`config.mk`:
```
export PLATFORM = sky130hd
export DESIGN_NAME = postfix_stack_evaluator
export DESIGN_NICKNAME = d
export VERILOG_FILES = /design/src/sv/pse_pkg.sv /design/src/sv/postfix_stack_evaluator.sv /design/src/sv/pse_stack_mem.sv /design/src/sv/pse_alu.sv
export SDC_FILE = /design/constraint.sdc
export NUM_CORES = 2
export LEC_CHECK = 0
export BUFFER_PORTS_ARGS = -buffer_cell sky130_fd_sc_hd__clkbuf_2
export CAP_MARGIN = 20
export CORE_MARGIN = 3
export CORE_UTILIZATION = 30
export DETAILED_ROUTE_END_ITERATION = 6
export GPL_ROUTABILITY_DRIVEN = 0
export HOLD_SLACK_MARGIN = 0.15
export PLACE_DENSITY = 0.42
export SYNTH_ARGS = -nofsm -noshare
export SYNTH_HDL_FRONTEND = slang
export SYNTH_SLANG_ARGS = --single-unit
```
`constraint.sdc`:
```
create_clock -name clk -period 7.9 [get_ports clk]
set_clock_uncertainty 0.05 [all_clocks]
set_input_delay 0.79 -clock clk [delete_from_list [all_inputs] [get_ports clk]]
set_output_delay 0.79 -clock clk [all_outputs]
set_load 0.02 [all_outputs]
```
`src/sv/pse_pkg.sv`:
```
`timescale 1ns / 1ps
`default_nettype none

package pse_pkg;

    localparam int DATA_W          = 32;
    localparam int SYM_W           = 8;
    localparam int STATUS_W        = 3;
    localparam int STACK_DEPTH_DEF = 32;

    // character codes
    localparam logic [SYM_W-1:0] CH_ZERO  = 8'h30;
    localparam logic [SYM_W-1:0] CH_PLUS  = 8'h2B;
    localparam logic [SYM_W-1:0] CH_MINUS = 8'h2D;
    localparam logic [SYM_W-1:0] CH_STAR  = 8'h2A;
    localparam logic [SYM_W-1:0] CH_SLASH = 8'h2F;
    localparam logic [SYM_W-1:0] CH_CARET = 8'h5E;
    localparam logic [SYM_W-1:0] CH_SPACE = 8'h20;
    localparam logic [SYM_W-1:0] CH_TAB   = 8'h09;
    localparam logic [SYM_W-1:0] CH_CR    = 8'h0D;

    // status codes
    localparam logic [STATUS_W-1:0] STS_OK        = 3'd0;
    localparam logic [STATUS_W-1:0] STS_DIV_ZERO  = 3'd1;
    localparam logic [STATUS_W-1:0] STS_UNDERFLOW = 3'd2;
    localparam logic [STATUS_W-1:0] STS_OVERFLOW  = 3'd3;
    localparam logic [STATUS_W-1:0] STS_EMPTY     = 3'd4;

    typedef struct packed {
        logic [SYM_W-1:0] symbol;
        logic             last;
    } pse_in_t;

    typedef struct packed {
        logic signed [DATA_W-1:0] value;
        logic [STATUS_W-1:0]      status;
    } pse_out_t;

    typedef enum logic [2:0] {
        OP_ADD,
        OP_SUB,
        OP_MUL,
        OP_DIV,
        OP_POW
    } pse_op_t;

    typedef struct packed {
        logic              start;
        pse_op_t           op;
        logic [DATA_W-1:0] a;
        logic [DATA_W-1:0] b;
    } pse_alu_req_t;

    typedef struct packed {
        logic              done;
        logic              div_zero;
        logic [DATA_W-1:0] result;
    } pse_alu_rsp_t;

    typedef enum logic [2:0] {
        S_IDLE,
        S_DECODE,
        S_READ_A,
        S_LOAD_A,
        S_ALU_WAIT,
        S_FIN,
        S_FIN_DATA
    } pse_state_t;

    typedef enum logic [2:0] {
        ALU_IDLE,
        ALU_MUL,
        ALU_DIV,
        ALU_SIGN,
        ALU_POW
    } pse_alu_state_t;

    function automatic logic is_space(input logic [SYM_W-1:0] c);
        return (c == CH_SPACE) || ((c >= CH_TAB) && (c <= CH_CR));
    endfunction

    function automatic logic is_operator(input logic [SYM_W-1:0] c);
        return (c == CH_PLUS) || (c == CH_MINUS) || (c == CH_STAR) ||
               (c == CH_SLASH) || (c == CH_CARET);
    endfunction

    // caret and anything else map to power; only operators reach the alu
    function automatic pse_op_t op_of(input logic [SYM_W-1:0] c);
        pse_op_t op;
        priority if (c == CH_PLUS)  op = OP_ADD;
        else if (c == CH_MINUS)     op = OP_SUB;
        else if (c == CH_STAR)      op = OP_MUL;
        else if (c == CH_SLASH)     op = OP_DIV;
        else                        op = OP_POW;
        return op;
    endfunction

endpackage

`default_nettype wire

```
`src/sv/postfix_stack_evaluator.sv`:
```
`timescale 1ns / 1ps
`default_nettype none

// channel  | valid     | stall     | payload              | meaning
// ---------+-----------+-----------+----------------------+------------------------------
// input    | sym_valid | sym_stall | sym   (pse_in_t)     | one character, last marks end
// output   | res_valid | res_stall | res   (pse_out_t)    | top value and status at end
//
// one character at a time: whitespace and pushes pass S_DECODE; operators then pass S_READ_A,
// S_LOAD_A and S_ALU_WAIT, where / is a 32-step restoring divider (skipped on a zero divisor)
// and ^ one exponent bit/cycle. a last character adds S_FIN, and S_FIN_DATA to read the top.
// operators read both operands from the single read port, one after the other.
// asynchronous active-low reset clears depth, error and control; stack words are not cleared.
// a finished result waits in the output register; a last character stalls until it is taken.

module postfix_stack_evaluator #(
    parameter int STACK_DEPTH = pse_pkg::STACK_DEPTH_DEF
) (
    input  wire logic              clk,
    input  wire logic              rst_n,
    input  wire logic              sym_valid,
    output logic                   sym_stall,
    input  wire pse_pkg::pse_in_t  sym,
    output logic                   res_valid,
    input  wire logic              res_stall,
    output pse_pkg::pse_out_t      res
);
    import pse_pkg::*;

    localparam int AW = (STACK_DEPTH > 1) ? $clog2(STACK_DEPTH) : 1;
    localparam int CW = $clog2(STACK_DEPTH + 1);

    pse_state_t          state_reg, state_next;
    pse_in_t             in_reg, in_next;
    logic [CW-1:0]       depth_reg, depth_next;
    logic [STATUS_W-1:0] err_reg, err_next;
    logic [DATA_W-1:0]   b_reg, b_next;
    logic                res_valid_reg, res_valid_next;
    pse_out_t            res_reg, res_next;

    logic                mem_wr_en;
    logic [AW-1:0]       mem_wr_addr;
    logic [DATA_W-1:0]   mem_wr_data;
    logic                mem_rd_en;
    logic [AW-1:0]       mem_rd_addr;
    logic [DATA_W-1:0]   mem_rd_data;

    pse_alu_req_t        alu_req;
    pse_alu_rsp_t        alu_rsp;

    logic [CW-1:0]       depth_m1;
    logic [CW-1:0]       depth_m2;
    logic                out_free;

    pse_stack_mem #(
        .DEPTH (STACK_DEPTH),
        .AW    (AW)
    ) u_mem (
        .clk     (clk),
        .wr_en   (mem_wr_en),
        .wr_addr (mem_wr_addr),
        .wr_data (mem_wr_data),
        .rd_en   (mem_rd_en),
        .rd_addr (mem_rd_addr),
        .rd_data (mem_rd_data)
    );

    pse_alu u_alu (
        .clk   (clk),
        .rst_n (rst_n),
        .req   (alu_req),
        .rsp   (alu_rsp)
    );

    assign depth_m1 = depth_reg - CW'(1);
    assign depth_m2 = depth_reg - CW'(2);
    assign out_free = !res_valid_reg || !res_stall;

    // control registers
    always_ff @(posedge clk or negedge rst_n)
    begin
        if (!rst_n)
        begin
            state_reg     <= S_IDLE;
            depth_reg     <= '0;
            err_reg       <= STS_OK;
            res_valid_reg <= 1'b0;
        end
        else
        begin
            state_reg     <= state_next;
            depth_reg     <= depth_next;
            err_reg       <= err_next;
            res_valid_reg <= res_valid_next;
        end
    end

    // payload registers
    always_ff @(posedge clk)
    begin
        in_reg  <= in_next;
        b_reg   <= b_next;
        res_reg <= res_next;
    end

    // sequencer: decode, read-modify-write of the stack, end of expression
    always_comb
    begin
        state_next     = state_reg;
        in_next        = in_reg;
        depth_next     = depth_reg;
        err_next       = err_reg;
        b_next         = b_reg;
        res_valid_next = res_valid_reg && res_stall;
        res_next       = res_reg;
        mem_wr_en      = 1'b0;
        mem_wr_addr    = depth_reg[AW-1:0];
        mem_wr_data    = alu_rsp.result;
        mem_rd_en      = 1'b0;
        mem_rd_addr    = depth_m1[AW-1:0];
        alu_req.start  = 1'b0;
        alu_req.op     = op_of(in_reg.symbol);
        alu_req.a      = mem_rd_data;
        alu_req.b      = b_reg;
        unique case (state_reg)
            S_IDLE:
            begin
                if (sym_valid)
                begin
                    in_next    = sym;
                    state_next = S_DECODE;
                end
            end
            S_DECODE:
            begin
                state_next = in_reg.last ? S_FIN : S_IDLE;
                if (!is_space(in_reg.symbol) && (err_reg == STS_OK))
                begin
                    if (is_operator(in_reg.symbol))
                    begin
                        if (depth_reg < CW'(2))
                        begin
                            err_next = STS_UNDERFLOW;
                        end
                        else
                        begin
                            mem_rd_en  = 1'b1;
                            state_next = S_READ_A;
                        end
                    end
                    else if (depth_reg >= CW'(STACK_DEPTH))
                    begin
                        err_next = STS_OVERFLOW;
                    end
                    else
                    begin
                        // digit or any other byte pushes code minus '0'
                        mem_wr_en   = 1'b1;
                        mem_wr_data = {{(DATA_W-SYM_W){1'b0}}, in_reg.symbol}
                                      - DATA_W'(CH_ZERO);
                        depth_next  = depth_reg + CW'(1);
                    end
                end
            end
            S_READ_A:
            begin
                // top value arrives, fetch the one beneath it
                b_next      = mem_rd_data;
                mem_rd_en   = 1'b1;
                mem_rd_addr = depth_m2[AW-1:0];
                state_next  = S_LOAD_A;
            end
            S_LOAD_A:
            begin
                alu_req.start = 1'b1;
                depth_next    = depth_m2;
                state_next    = S_ALU_WAIT;
            end
            S_ALU_WAIT:
            begin
                if (alu_rsp.done)
                begin
                    if (alu_rsp.div_zero)
                    begin
                        err_next = STS_DIV_ZERO;
                    end
                    else
                    begin
                        mem_wr_en  = 1'b1;
                        depth_next = depth_reg + CW'(1);
                    end
                    state_next = in_reg.last ? S_FIN : S_IDLE;
                end
            end
            S_FIN:
            begin
                if ((err_reg != STS_OK) || (depth_reg == '0))
                begin
                    if (out_free)
                    begin
                        res_valid_next = 1'b1;
                        res_next.value = '0;
                        res_next.status = (err_reg != STS_OK) ? err_reg : STS_EMPTY;
                        depth_next     = '0;
                        err_next       = STS_OK;
                        state_next     = S_IDLE;
                    end
                end
                else
                begin
                    mem_rd_en  = 1'b1;
                    state_next = S_FIN_DATA;
                end
            end
            S_FIN_DATA:
            begin
                if (out_free)
                begin
                    res_valid_next  = 1'b1;
                    res_next.value  = $signed(mem_rd_data);
                    res_next.status = STS_OK;
                    depth_next      = '0;
                    err_next        = STS_OK;
                    state_next      = S_IDLE;
                end
            end
            default:
            begin
                state_next = S_IDLE;
            end
        endcase
    end

    assign sym_stall = (state_reg != S_IDLE);
    assign res_valid = res_valid_reg;
    assign res       = res_reg;

    // checks
    a_err_value_zero: assert property (@(posedge clk) disable iff (!rst_n)
        (res_valid && (res.status != STS_OK)) |-> (res.value == '0))
        else $error("nonzero value with error status");

    a_status_range: assert property (@(posedge clk) disable iff (!rst_n)
        res_valid |-> (res.status <= STS_EMPTY))
        else $error("status code out of range");

    a_depth_bound: assert property (@(posedge clk) disable iff (!rst_n)
        depth_reg <= CW'(STACK_DEPTH))
        else $error("stack depth beyond capacity");

    a_alu_done_wait: assert property (@(posedge clk) disable iff (!rst_n)
        alu_rsp.done |-> (state_reg == S_ALU_WAIT))
        else $error("alu completion outside wait state");

endmodule

`default_nettype wire

```
`src/sv/pse_stack_mem.sv`:
```
`timescale 1ns / 1ps
`default_nettype none

module pse_stack_mem #(
    parameter int DEPTH = pse_pkg::STACK_DEPTH_DEF,
    parameter int AW    = $clog2(DEPTH)
) (
    input  wire logic                      clk,
    input  wire logic                      wr_en,
    input  wire logic [AW-1:0]             wr_addr,
    input  wire logic [pse_pkg::DATA_W-1:0] wr_data,
    input  wire logic                      rd_en,
    input  wire logic [AW-1:0]             rd_addr,
    output logic      [pse_pkg::DATA_W-1:0] rd_data
);
    import pse_pkg::*;

    logic [DATA_W-1:0] mem [DEPTH];
    logic [DATA_W-1:0] rd_data_reg;

    // one write port, one registered read port; read data holds without rd_en
    always_ff @(posedge clk)
    begin
        if (wr_en)
        begin
            mem[wr_addr] <= wr_data;
        end
        if (rd_en)
        begin
            rd_data_reg <= mem[rd_addr];
        end
    end

    assign rd_data = rd_data_reg;

endmodule

`default_nettype wire

```
`src/sv/pse_alu.sv`:
```
`timescale 1ns / 1ps
`default_nettype none

module pse_alu (
    input  wire logic                  clk,
    input  wire logic                  rst_n,
    input  wire pse_pkg::pse_alu_req_t req,
    output pse_pkg::pse_alu_rsp_t      rsp
);
    import pse_pkg::*;

    localparam int CNT_W = $clog2(DATA_W);

    pse_alu_state_t    state_reg, state_next;
    logic [DATA_W-1:0] acc_reg, acc_next;
    logic [DATA_W-1:0] sq_reg, sq_next;
    logic [DATA_W-1:0] exp_reg, exp_next;
    logic [DATA_W-1:0] rem_reg, rem_next;
    logic [CNT_W-1:0]  cnt_reg, cnt_next;
    logic              neg_reg, neg_next;
    logic              done_reg, done_next;
    logic              dz_reg, dz_next;
    logic [DATA_W-1:0] result_reg, result_next;

    logic [DATA_W-1:0] prod_acc;
    logic [DATA_W-1:0] prod_sq;
    logic [DATA_W:0]   rem_shift;
    logic [DATA_W:0]   rem_diff;

    // multipliers, low word only; acc times sq is shared by multiply and power
    assign prod_acc = acc_reg * sq_reg;
    assign prod_sq  = sq_reg * sq_reg;

    // restoring divide step: acc holds dividend shifting into quotient
    assign rem_shift = {rem_reg, acc_reg[DATA_W-1]};
    assign rem_diff  = rem_shift - {1'b0, sq_reg};

    always_ff @(posedge clk or negedge rst_n)
    begin
        if (!rst_n)
        begin
            state_reg <= ALU_IDLE;
            done_reg  <= 1'b0;
        end
        else
        begin
            state_reg <= state_next;
            done_reg  <= done_next;
        end
    end

    always_ff @(posedge clk)
    begin
        acc_reg    <= acc_next;
        sq_reg     <= sq_next;
        exp_reg    <= exp_next;
        rem_reg    <= rem_next;
        cnt_reg    <= cnt_next;
        neg_reg    <= neg_next;
        dz_reg     <= dz_next;
        result_reg <= result_next;
    end

    // operation sequencer
    always_comb
    begin
        state_next  = state_reg;
        acc_next    = acc_reg;
        sq_next     = sq_reg;
        exp_next    = exp_reg;
        rem_next    = rem_reg;
        cnt_next    = cnt_reg;
        neg_next    = neg_reg;
        done_next   = 1'b0;
        dz_next     = 1'b0;
        result_next = result_reg;
        unique case (state_reg)
            ALU_IDLE:
            begin
                if (req.start)
                begin
                    unique case (req.op)
                        OP_ADD:
                        begin
                            result_next = req.a + req.b;
                            done_next   = 1'b1;
                        end
                        OP_SUB:
                        begin
                            result_next = req.a - req.b;
                            done_next   = 1'b1;
                        end
                        OP_MUL:
                        begin
                            acc_next   = req.a;
                            sq_next    = req.b;
                            state_next = ALU_MUL;
                        end
                        OP_DIV:
                        begin
                            if (req.b == '0)
                            begin
                                dz_next   = 1'b1;
                                done_next = 1'b1;
                            end
                            else
                            begin
                                acc_next   = req.a[DATA_W-1] ? -req.a : req.a;
                                sq_next    = req.b[DATA_W-1] ? -req.b : req.b;
                                rem_next   = '0;
                                cnt_next   = '1;
                                neg_next   = req.a[DATA_W-1] ^ req.b[DATA_W-1];
                                state_next = ALU_DIV;
                            end
                        end
                        OP_POW:
                        begin
                            // negative exponent gives one
                            if (req.b[DATA_W-1])
                            begin
                                result_next = DATA_W'(1);
                                done_next   = 1'b1;
                            end
                            else
                            begin
                                acc_next   = DATA_W'(1);
                                sq_next    = req.a;
                                exp_next   = req.b;
                                state_next = ALU_POW;
                            end
                        end
                        default:
                        begin
                            result_next = '0;
                            done_next   = 1'b1;
                        end
                    endcase
                end
            end
            ALU_MUL:
            begin
                result_next = prod_acc;
                done_next   = 1'b1;
                state_next  = ALU_IDLE;
            end
            ALU_DIV:
            begin
                if (!rem_diff[DATA_W])
                begin
                    rem_next = rem_diff[DATA_W-1:0];
                    acc_next = {acc_reg[DATA_W-2:0], 1'b1};
                end
                else
                begin
                    rem_next = rem_shift[DATA_W-1:0];
                    acc_next = {acc_reg[DATA_W-2:0], 1'b0};
                end
                cnt_next = cnt_reg - CNT_W'(1);
                if (cnt_reg == '0)
                begin
                    state_next = ALU_SIGN;
                end
            end
            ALU_SIGN:
            begin
                result_next = neg_reg ? -acc_reg : acc_reg;
                done_next   = 1'b1;
                state_next  = ALU_IDLE;
            end
            ALU_POW:
            begin
                // square and multiply, one exponent bit per cycle
                if (exp_reg == '0)
                begin
                    result_next = acc_reg;
                    done_next   = 1'b1;
                    state_next  = ALU_IDLE;
                end
                else
                begin
                    if (exp_reg[0])
                    begin
                        acc_next = prod_acc;
                    end
                    sq_next  = prod_sq;
                    exp_next = exp_reg >> 1;
                end
            end
            default:
            begin
                state_next = ALU_IDLE;
            end
        endcase
    end

    assign rsp.done     = done_reg;
    assign rsp.div_zero = dz_reg;
    assign rsp.result   = result_reg;

endmodule

`default_nettype wire

```
==> flow_summary_export.csv <==
group,metric,value,unit
critical_path,critPathLaunchType,"register",
layout,syn2layout_area_growth,14.5,%
global_route,grtUsageTotal,20.1,%
routing,drt-met1-wl,140000,um
critical_path,worstPathArrival,8.14,ns
critical_path,path_class,"reg2reg",
layout,fin_cells,11100,
clocking,root_buffer,"clkbuf_16",
global_route,antenna_found_initial,17,
global_route,grt_first_pass_wirelength,432000,um
placement,io_buffers,49,
yosys,netlist_area,0.0870,mm2
yosys,synth_flop_cell,"edfxtp_1",
global_route,grt_pass1_vias,59200,
placement,place_hpwl,214000,um
yosys,syn_inst,6943,
clocking,htree_levels,4,
sta,worst_pin_slew,1.15,ns
yosys,yosys.cell_types.count,86,
critical_path,slowest_delay,0.56,ns
routing,wl_met2,135000,um
placement,dp_cells,10800,
routing,wl_met3,15200,um
routing,drt_iter0_markers,4803,
sta,hold_viol,0,
critical_path,cp.required,8.38,ns
sta,fin_crit_sh,97.0,%
clocking,clk_latency,0.85,ns
clocking,cts_buffer_depth,4,
yosys,syn_nets,8064,
run,cap_violations,0,
routing,via_per_inst,5.07,
sta,setup_viol,0,
floorplan,start_util,30.2,%
sta,fmax,131,MHz
sta,relSlewSlack,23.3,%
clocking,cts.sinks,1314,
layout,multi_input_area,0.0433,mm2
sta,min_period,7.66,ns
global_route,grt_overflow_total,0,
routing,detail-route-antenna-nets,0,
yosys,synth_edf_count,1297,
layout,finalNetCount,8349,
status,outcome,"completed",
floorplan,pin_count,50,
floorplan,die_area,0.297,mm2
yosys,synth_area_leaders,"edfxtp_1 45%, fa_1 18%, mux4_2 6.6%, ha_1 4.7%, inv_1 3.9%",
floorplan,die_h,545,um
routing,wl_per_cell,26.8,um
layout,largest_register_ffs,1024,
layout,nFillCells,28500,
routing,wl,299000,um
sta,hold_slack,0.254,ns
global_route,grt_max_degree,83,
clocking,path_clk_slew,0.06,ns
hold_path,min_path_type,"in2reg",
floorplan,num_rows,197,
routing,routed.top_layer,"met5",
critical_path,cp_common_cell,"fa_1",
sta,final_max_slew_viol_count,0,
yosys,yosysTopAreaCell,"edfxtp_1",
yosys,synthDominantCellAreaShare,44.8,%
yosys,syn_avg_cell_area,12.5,um2
yosys,synth-seq-cells,1314,
layout,drive_above_1_share,15.3,%
sta,rsz0062_at_grt,"true",
yosys,postSynth.asyncResetShare,1.22,%
floorplan,core,0.288,mm2
yosys,yosysWarnings,0,
critical_path,critPathMaxFanout,6,
critical_path,crit_path_end_kind,"register",
routing,vias,56400,
yosys,post-synth-top-count-cell,"edfxtp_1",
routing,drtPass1Iterations,6,
critical_path,crit_slowest_cell,"fa_2",
yosys,ys_seq_area_share,45.2,%
clocking,cts_buffers,155,
layout,seq_area,0.0394,mm2
routing,post-route-drc-count,0,
clocking,cts_tree,"done",
yosys,synth_common_cells,"1297 x edfxtp_1, 901 x inv_1, 778 x fa_1",
floorplan,die_w,545,um
critical path, delay by kind of cell, from the launching register on:
family / cells / cell delay (ns)
XOR/XNOR: 1 / 0.15
AO/OA/AOI/OAI: 5 / 0.94
AND/OR/NAND/NOR: 4 / 0.83
adder cells (fa/ha/maj): 9 / 4.20
buffers and inverters: 7 / 0.76
flip-flops: 1 / 0.46
placed cells by master (no fill, tap or decap), types with 209 or more instances in the layout:
| master | n |
|---|---|
| o21ai_0 | 209 |
| buf_4 | 391 |
| inv_1 | 899 |
| mux4_2 | 256 |
| and2_1 | 311 |
| nand2_1 | 645 |
| nor2_1 | 377 |
| fa_1 | 777 |
| a21oi_1 | 252 |
| ha_1 | 329 |
| edfxtp_1 | 1297 |
metrics by stage:
stage	setup TNS [ns]	area [um2]	utilization [%]	setup WS [ns]
2_1_floorplan	0	87000	-	0.222
3_3_place_gp	0	94200	32.7	0.145
3_5_place_dp	0	94400	32.7	0.0842
4_1_cts	0	99200	34.4	0.0677
5_1_grt	-0.0732	99600	34.5	-0.0507
6_report	0	99600	34.5	0.237
layout make-up:
type                    count  share of cell area (%)
flip-flops and latches   1314                    39.5
multi-input cells        4353                    43.5
well taps                3781                    4.75
inverters                 914                    3.45
clock inverters            68                   0.576
diodes                      7                  0.0176
clock buffers             197                    4.10
repair buffers            490                    4.10
cells by family (layout without fill, tap and decap cells):
kind of cell | after synthesis | in the layout | share of synthesized area (%)
other | 0 | 7 | 0
buffers and inverters | 1276 | 1669 | 5.55
DFF | 1314 | 1314 | 45.2
adders and majority gates | 1108 | 1108 | 22.6
AOI/OAI and AO/OA | 888 | 888 | 6.43
muxes | 420 | 420 | 8.62
and+or+nand+nor | 1706 | 1706 | 9.17
xor gates and xnor gates | 231 | 231 | 2.33
per-layer routing:
metal  up-vias  track usage, %
li1      24500               -
met1     29800            29.4
met2      1652            31.4
met3       386            2.43
met4         4            5.42
met5         -               0
final timing paths:
kind | startpoint | to | slack (ns) | cells past startpoint
setup / recovery | u_alu.sq_reg[6] | u_alu.sq_reg[28] | 0.24 | 26
hold / removal | res_stall | res_valid | 0.25 | 3
setup reg to reg | u_alu.sq_reg[6] | u_alu.sq_reg[28] | 0.24 | 26
hold reg to reg | depth_reg[5] | depth_reg[5] | 0.48 | 1
max in group asynchronous | rst_n | depth_reg[2] | 6.96 | 2
min in group asynchronous | rst_n | state_reg[2] | 0.43 | 2
timing repair:
action | 4_1_cts | 5_1_grt
hold buffers | 10 | 0
buffers inserted | 0 | 18
resized for setup | 0 | 38
endpoints found under the setup margin | 0 | 22
endpoints found under the hold margin | 25 | 0
Power is not shown: default switching activity piles up to over one toggle a cycle in this logic, so the estimate is an artifact.
